## config.mk

```make
export PLATFORM = sky130hd
export DESIGN_NAME = sn2d_front
export DESIGN_NICKNAME = d
export VERILOG_FILES = /design/src/sn2d_pkg.sv /design/src/sn2d_front.sv
export SDC_FILE = /design/constraint.sdc
export NUM_CORES = 1
export LEC_CHECK = 0
export ABC_AREA = 1
export CORE_ASPECT_RATIO = 1.5
export CORE_MARGIN = 4
export CORE_UTILIZATION = 46
export CTS_BUF_LIST = sky130_fd_sc_hd__clkbuf_4
export CTS_CLUSTER_SIZE = 24
export DETAILED_ROUTE_END_ITERATION = 16
export DONT_BUFFER_PORTS = 1
export PLACE_DENSITY = 0.65
export SLEW_MARGIN = 20
export SYNTH_ARGS = -nofsm -noshare
export SYNTH_HDL_FRONTEND = slang
export SYNTH_SLANG_ARGS = --single-unit
```

## constraint.sdc

```tcl
create_clock -name clk -period 4 [get_ports clk]
set_input_delay 0.6 -clock clk [delete_from_list [all_inputs] [get_ports clk]]
set_output_delay 0.6 -clock clk [all_outputs]
set_load 0.005 [all_outputs]
```

## src/sn2d_pkg.sv

```systemverilog
`timescale 1ns / 1ps
package sn2d_pkg;

  // Table geometry
  localparam int PERM_ENTRIES = 256;
  localparam int PERM_AW      = 8;
  localparam int PERM_DW      = 8;

  // Field widths
  localparam int COORD_W              = 32;
  localparam int DEF_COORD_FRAC_BITS  = 16;
  localparam int NOISE_W              = 16;

  // Internal formats: corner offsets Q.24, gradient term, contributions Q.30
  localparam int INT_FRAC = 24;
  localparam int OFS_W    = 32;
  localparam int G_W      = 34;
  localparam int SUM_W    = 32;

  // Skew, unskew and output scale constants
  localparam logic signed [63:0]      F2_Q30     = 64'sd393016784;
  localparam logic signed [63:0]      G2_Q30     = 64'sd226908266;
  localparam logic signed [OFS_W-1:0] G2_Q24     = 32'sd3545442;
  localparam logic signed [OFS_W-1:0] G2X2_Q24   = 32'sd7090884;
  localparam logic signed [OFS_W-1:0] ONE_Q24    = 32'sd16777216;
  localparam logic signed [63:0]      HALF_Q48   = 64'sd140737488355328;
  localparam logic signed [63:0]      SCALE_Q20  = 64'sd47427774;
  localparam logic signed [63:0]      ONE_Q50    = 64'sd1125899906842624;
  localparam logic [NOISE_W-1:0]      NOISE_MAX  = 16'hFFFF;

  typedef enum logic {
    OP_LOAD = 1'b0,
    OP_EVAL = 1'b1
  } op_t;

  typedef struct packed {
    op_t                       op;
    logic [PERM_AW-1:0]        perm_index;
    logic [PERM_DW-1:0]        perm_value;
    logic signed [COORD_W-1:0] x_coord;
    logic signed [COORD_W-1:0] y_coord;
  } item_t;

endpackage

```

## src/sn2d_front.sv

```systemverilog
`timescale 1ns / 1ps
module sn2d_front
  import sn2d_pkg::*;
(
  input  logic                      clk,
  input  logic                      rst_n,
  input  logic                      push,
  output logic                      full,
  input  logic                      op,
  input  logic [PERM_AW-1:0]        perm_index,
  input  logic [PERM_DW-1:0]        perm_value,
  input  logic signed [COORD_W-1:0] x_coord,
  input  logic signed [COORD_W-1:0] y_coord,
  output logic                      head_vld,
  output item_t                     head,
  input  logic                      head_pop
);

  item_t       buf_r [2];
  logic        wr_ptr_r, wr_ptr_nxt;
  logic        rd_ptr_r, rd_ptr_nxt;
  logic [1:0]  cnt_r, cnt_nxt;
  logic        accept;
  item_t       item;

  // Classify the incoming beat
  always_comb begin
    item            = '0;
    item.op         = op ? OP_EVAL : OP_LOAD;
    item.perm_index = perm_index;
    item.perm_value = perm_value;
    item.x_coord    = x_coord;
    item.y_coord    = y_coord;
  end

  assign full     = (cnt_r == 2'd2);
  assign accept   = push && !full;
  assign head_vld = (cnt_r != 2'd0);
  assign head     = buf_r[rd_ptr_r];

  // Advance pointers and count
  always_comb begin
    wr_ptr_nxt = wr_ptr_r ^ accept;
    rd_ptr_nxt = rd_ptr_r ^ head_pop;
    cnt_nxt    = cnt_r + 2'(accept) - 2'(head_pop);
  end

  always_ff @(posedge clk) begin
    if (!rst_n) begin
      wr_ptr_r <= 1'b0;
      rd_ptr_r <= 1'b0;
      cnt_r    <= 2'd0;
    end else begin
      wr_ptr_r <= wr_ptr_nxt;
      rd_ptr_r <= rd_ptr_nxt;
      cnt_r    <= cnt_nxt;
    end
  end

  // Store the accepted beat
  always_ff @(posedge clk) begin
    if (accept) begin
      buf_r[wr_ptr_r] <= item;
    end
  end

endmodule

```

; Word-level counts from Yosys, hierarchy flattened
; Memory sizes are Yosys's and may differ from the RTL's. A register that Yosys moved wholly into a read port is not among the register bits.
; Cells that the tools add are included.
[classes]
n_div = 0
mux = 4
magnitude_cmp = 0
n_addsub = 2
shift = 0
reduce_logical = 3
bitwise = 2
n_eq_ne = 1
n_mul = 0
[ops]
columns = op, count
row1 = $mux 1, 4
row2 = $add 2x1->2, 1
row3 = $eq 2x2->1 const B, 1
row4 = $reduce_bool 2->1, 1
row5 = $sub 2x1->2, 1
row6 = $xor 1x1->1, 2
row7 = $logic_and 1x1->1, 1
row8 = $logic_not 1->1, 1
[totals]
regBits = 4
ramBits = 162
memories = 1
latchBits = 0
out_inout_bits = 83
rom_bits = 0
[memory_table]
columns = memory, words, width, rd, rd_ports_with_merged_regs, write_ports, line
row1 = buf_r, 2, 81, 1, 1, 1, sn2d_front.sv:19  ; item_t buf_r [2];

; Logic depth before layout (Yosys ltp)
[logic_depth]
word_depth = 5
depth_mapped = 10

; Worst setup path after synthesis
; No wires, ideal clock.
[synth_path]
kind = in2reg
from = input port push
to = memory buf_r[1][0] in the netlist's numbering, enable pin
cell_stages = 3
t_required_ns = 3.551
path_slack_ns = 0.837
t_arrival_ns = 2.715
setup_ns = 0.449
path_cell_list = o21ai_0 -> inv_1 -> ha_1
[synth_between]
elab_chain_len = 3
[synth_lines]
columns = item, line
row1 = "start, declared", sn2d_front.sv:7  ; input logic push,
row2 = $logic_and 1x1->1, sn2d_front.sv:37  ; assign accept = push && !full;
row3 = $mux 1, sn2d_front.sv:62  ; if (accept) begin
row4 = $mux 1 (implied by the code), sn2d_front.sv:63  ; buf_r[wr_ptr_r] <= item;
row5 = "end, declared", sn2d_front.sv:19
; No other way between the ends.

==> reports/qor.yml <==
status:
  status: "finished clean"
logic_synthesis:
  synth_area_leader_cell: "edfxtp_1"
  yosys-top-cells-area: "edfxtp_1 75%, mux2_4 19%, buf_12 2.5%, dfxtp_1 1.5%, ha_1 0.77%"
  syn_area_per_cell_um2: 22.94
  ys_ff_latch: 167
  synth_area_mm2: 0.006492
  synth_top_area_frac: 0.7493
  synthCells: 283
  ys_seq_area_frac: 0.7647
  synth_nets: 372
  yosys.cell_types.count: 15
  yosysWarnings: 0
sta:
  timing.fmax_ghz: 0.3631
  finalHoldViolations: 0
  rsz0062_at_grt: "false"
  period_needed_ns: 2.754
  max-slew-margin-rel: 0.4679
  final_max_slew_viol_count: 0
  whs_ns: 0.1736
  fin_skew_ns: 0.01185
  finalSetupTns_ns: 0
  finalSetupViolCount: 0
  fin_crit_sh: 0.6886
  tightest_slew_ns: 0.7982
global_route:
  grt_pass1_vias: 2579
  antenna_found_initial: 1
  grt_first_pass_wirelength_mm: 15.35
  grt_usage: 0.1295
  grt_start_max_net_pins: 82
  grt-ovfl-total: 0
route:
  drt-vias-per-instance: 5.227
  drt_iter0_drc: 103
  dr.pass1.iters: 4
  drt-wirelength-per-cell_um: 22.00
  drc_errors: 0
  ant_nets: 0
  vias: 2462
  wl_mm: 10.36
critical_path:
  critPathLaunchType: "flop"
  path_max_fanout: 42
  critical_path_required_ns: 3.40
  endpoint_kind: "output pin"
  critical_path_arrival_ns: 2.15
  path_class: "reg -> out"
floorplan:
  ios: 168
  die_x_um: 105
  start_util: 0.4752
  dieHeight_um: 153.5
  dieArea_mm2: 0.01612
  core_mm2: 0.01366
  rows: 52
flow_run:
  maxCapViolations: 0
clock_tree:
  cts_resized: 0
  htree_levels: 4
  cts.clk_slew.worst_paths_ns: 0.13
  cts_made_buffers: 17
  clockBufferDepth: 2
  cts_tree: "yes"
  cts-root-buf: "clkbuf_4"
  cts.sinks: 167
  post_cts_buffers: 0
  ctsHoldBuffers: 0
  insertion_delay_ns: 0.51
placement:
  numPortBuffers: 0
  gp_congestion: 0.6639
  dp_hpwl_mm: 6.779
finish:
  nFillCells: 1082
  layout.area.seq_mm2: 0.004969
  drive_gt1_frac: 0.3864
  multi_input_area_mm2: 0.001351
  nets: 385
  syn2layout_area_growth_pct: 7.709
power_and_ir_drop:
  p_leak_nw: 2.480
  powerDensity_mw_per_mm2: 544.9
  ir_drop_v: 0.0003310
worst_hold_path:
  hold_class: "in -> reg"
-- cells in the final DEF (no fill, tap or decap) --
cell	synthesis	routed
buf_12	8	2
dfxtp_1	5	4
o21ai_0	1	1
edfxtp_1	162	162
nor2_1	5	5
mux2_2	1	1
buf_16	0	1
a21oi_1	1	1
clkbuf_4	0	20
dfxtp_4	0	1
clkinv_4	0	1
nand2_1	4	4
nand3_1	1	1
inv_6	0	3
xnor2_1	1	1
ha_1	4	2
mux2_4	80	80
or2_2	1	1
clkinv_2	0	1
bufinv_16	0	6
ha_4	0	2
diode_2	0	1
inv_1	8	8
-- layer usage --
metal  global-route usage  vias up  part of all wire  wire, µm
met5                    0        -                 0         0
met4              0.05253        0             0.010       107
met3              0.05663        7             0.079       822
met2               0.2391       92              0.59      6140
met1               0.1239     1236              0.32      3291
li1                     -     1127                 -         -
-- Yosys cell counts (all sizes together) --
cell type	n
ha	4
xnor2	1
nor2	5
o21ai	1
edfxtp	162
mux2	81
dfxtp	5
a21oi	1
inv	8
buf	9
or2	1
nand3	1
nand2	4
-- power breakdown --
part / internal, mW / switching (mW)
combinational: 0.222 / 0.209
clock: 0.647 / 0.548
sequential: 2.12 / 0.0637
total: 2.99 / 0.821
-- worst max-delay path, cell delays in order (launching register included) --
cell	delay, ns
dfxtp_4	0.88
buf_12	0.37
mux2_4	0.36
-- layout make-up --
class                      instances  share of cell area
sequential                       167              0.7105
antenna                            1           0.0003578
clock inverter                    11             0.03149
timing repair buffer               3            0.009662
clock buffer                      20             0.02147
multi-input combinational         99              0.1932
inverter                           8            0.004294
tap                              162             0.02899
-- cells by family after synthesis --
kind of cell,Yosys count,share of synthesized area
DFF,167,0.7647
muxes,81,0.1867
buffers and inverters,17,0.03103
and+or+nand+nor,11,0.006937
adders and majority gates,4,0.007709
AOI/OAI and AO/OA,2,0.001540
xor gates and xnor gates,1,0.001349
-- worst paths after layout --
| check | slack [ns] | cells past startpoint | endpoint | start |
|---|---|---|---|---|
| setup / recovery | 1.25 | 2 | head[3] | flop |
| hold / removal | 0.17 | 0 | buf_r[0][10] | y_coord[10] |
| setup reg to reg | 2.06 | 5 | buf_r[1][37] | cnt_r[1] |
| hold reg to reg | 0.54 | 2 | flop | rd_ptr_r |
-- registers in the layout (all words and copies together) (netlist names), named ones only --
name and cells:
buf_r 162, cnt_r 2, rd_ptr_r 1, wr_ptr_r 1
-- stage by stage --
stage          setup slack (ns)  power [mW]    util  instances  area (µm²)
4_1_cts                   1.107       3.871  0.5082        468        6943
2_1_floorplan            0.8367       2.593       -        283        6492
5_1_grt                   1.073       3.987  0.5118        471        6993
6_report                  1.246       3.811  0.5118        471        6993
3_3_place_gp              1.742       2.648  0.4810        437        6573
3_5_place_dp              1.697       2.667  0.4810        437        6573
Note: power is estimated with default switching activity, not from simulation.
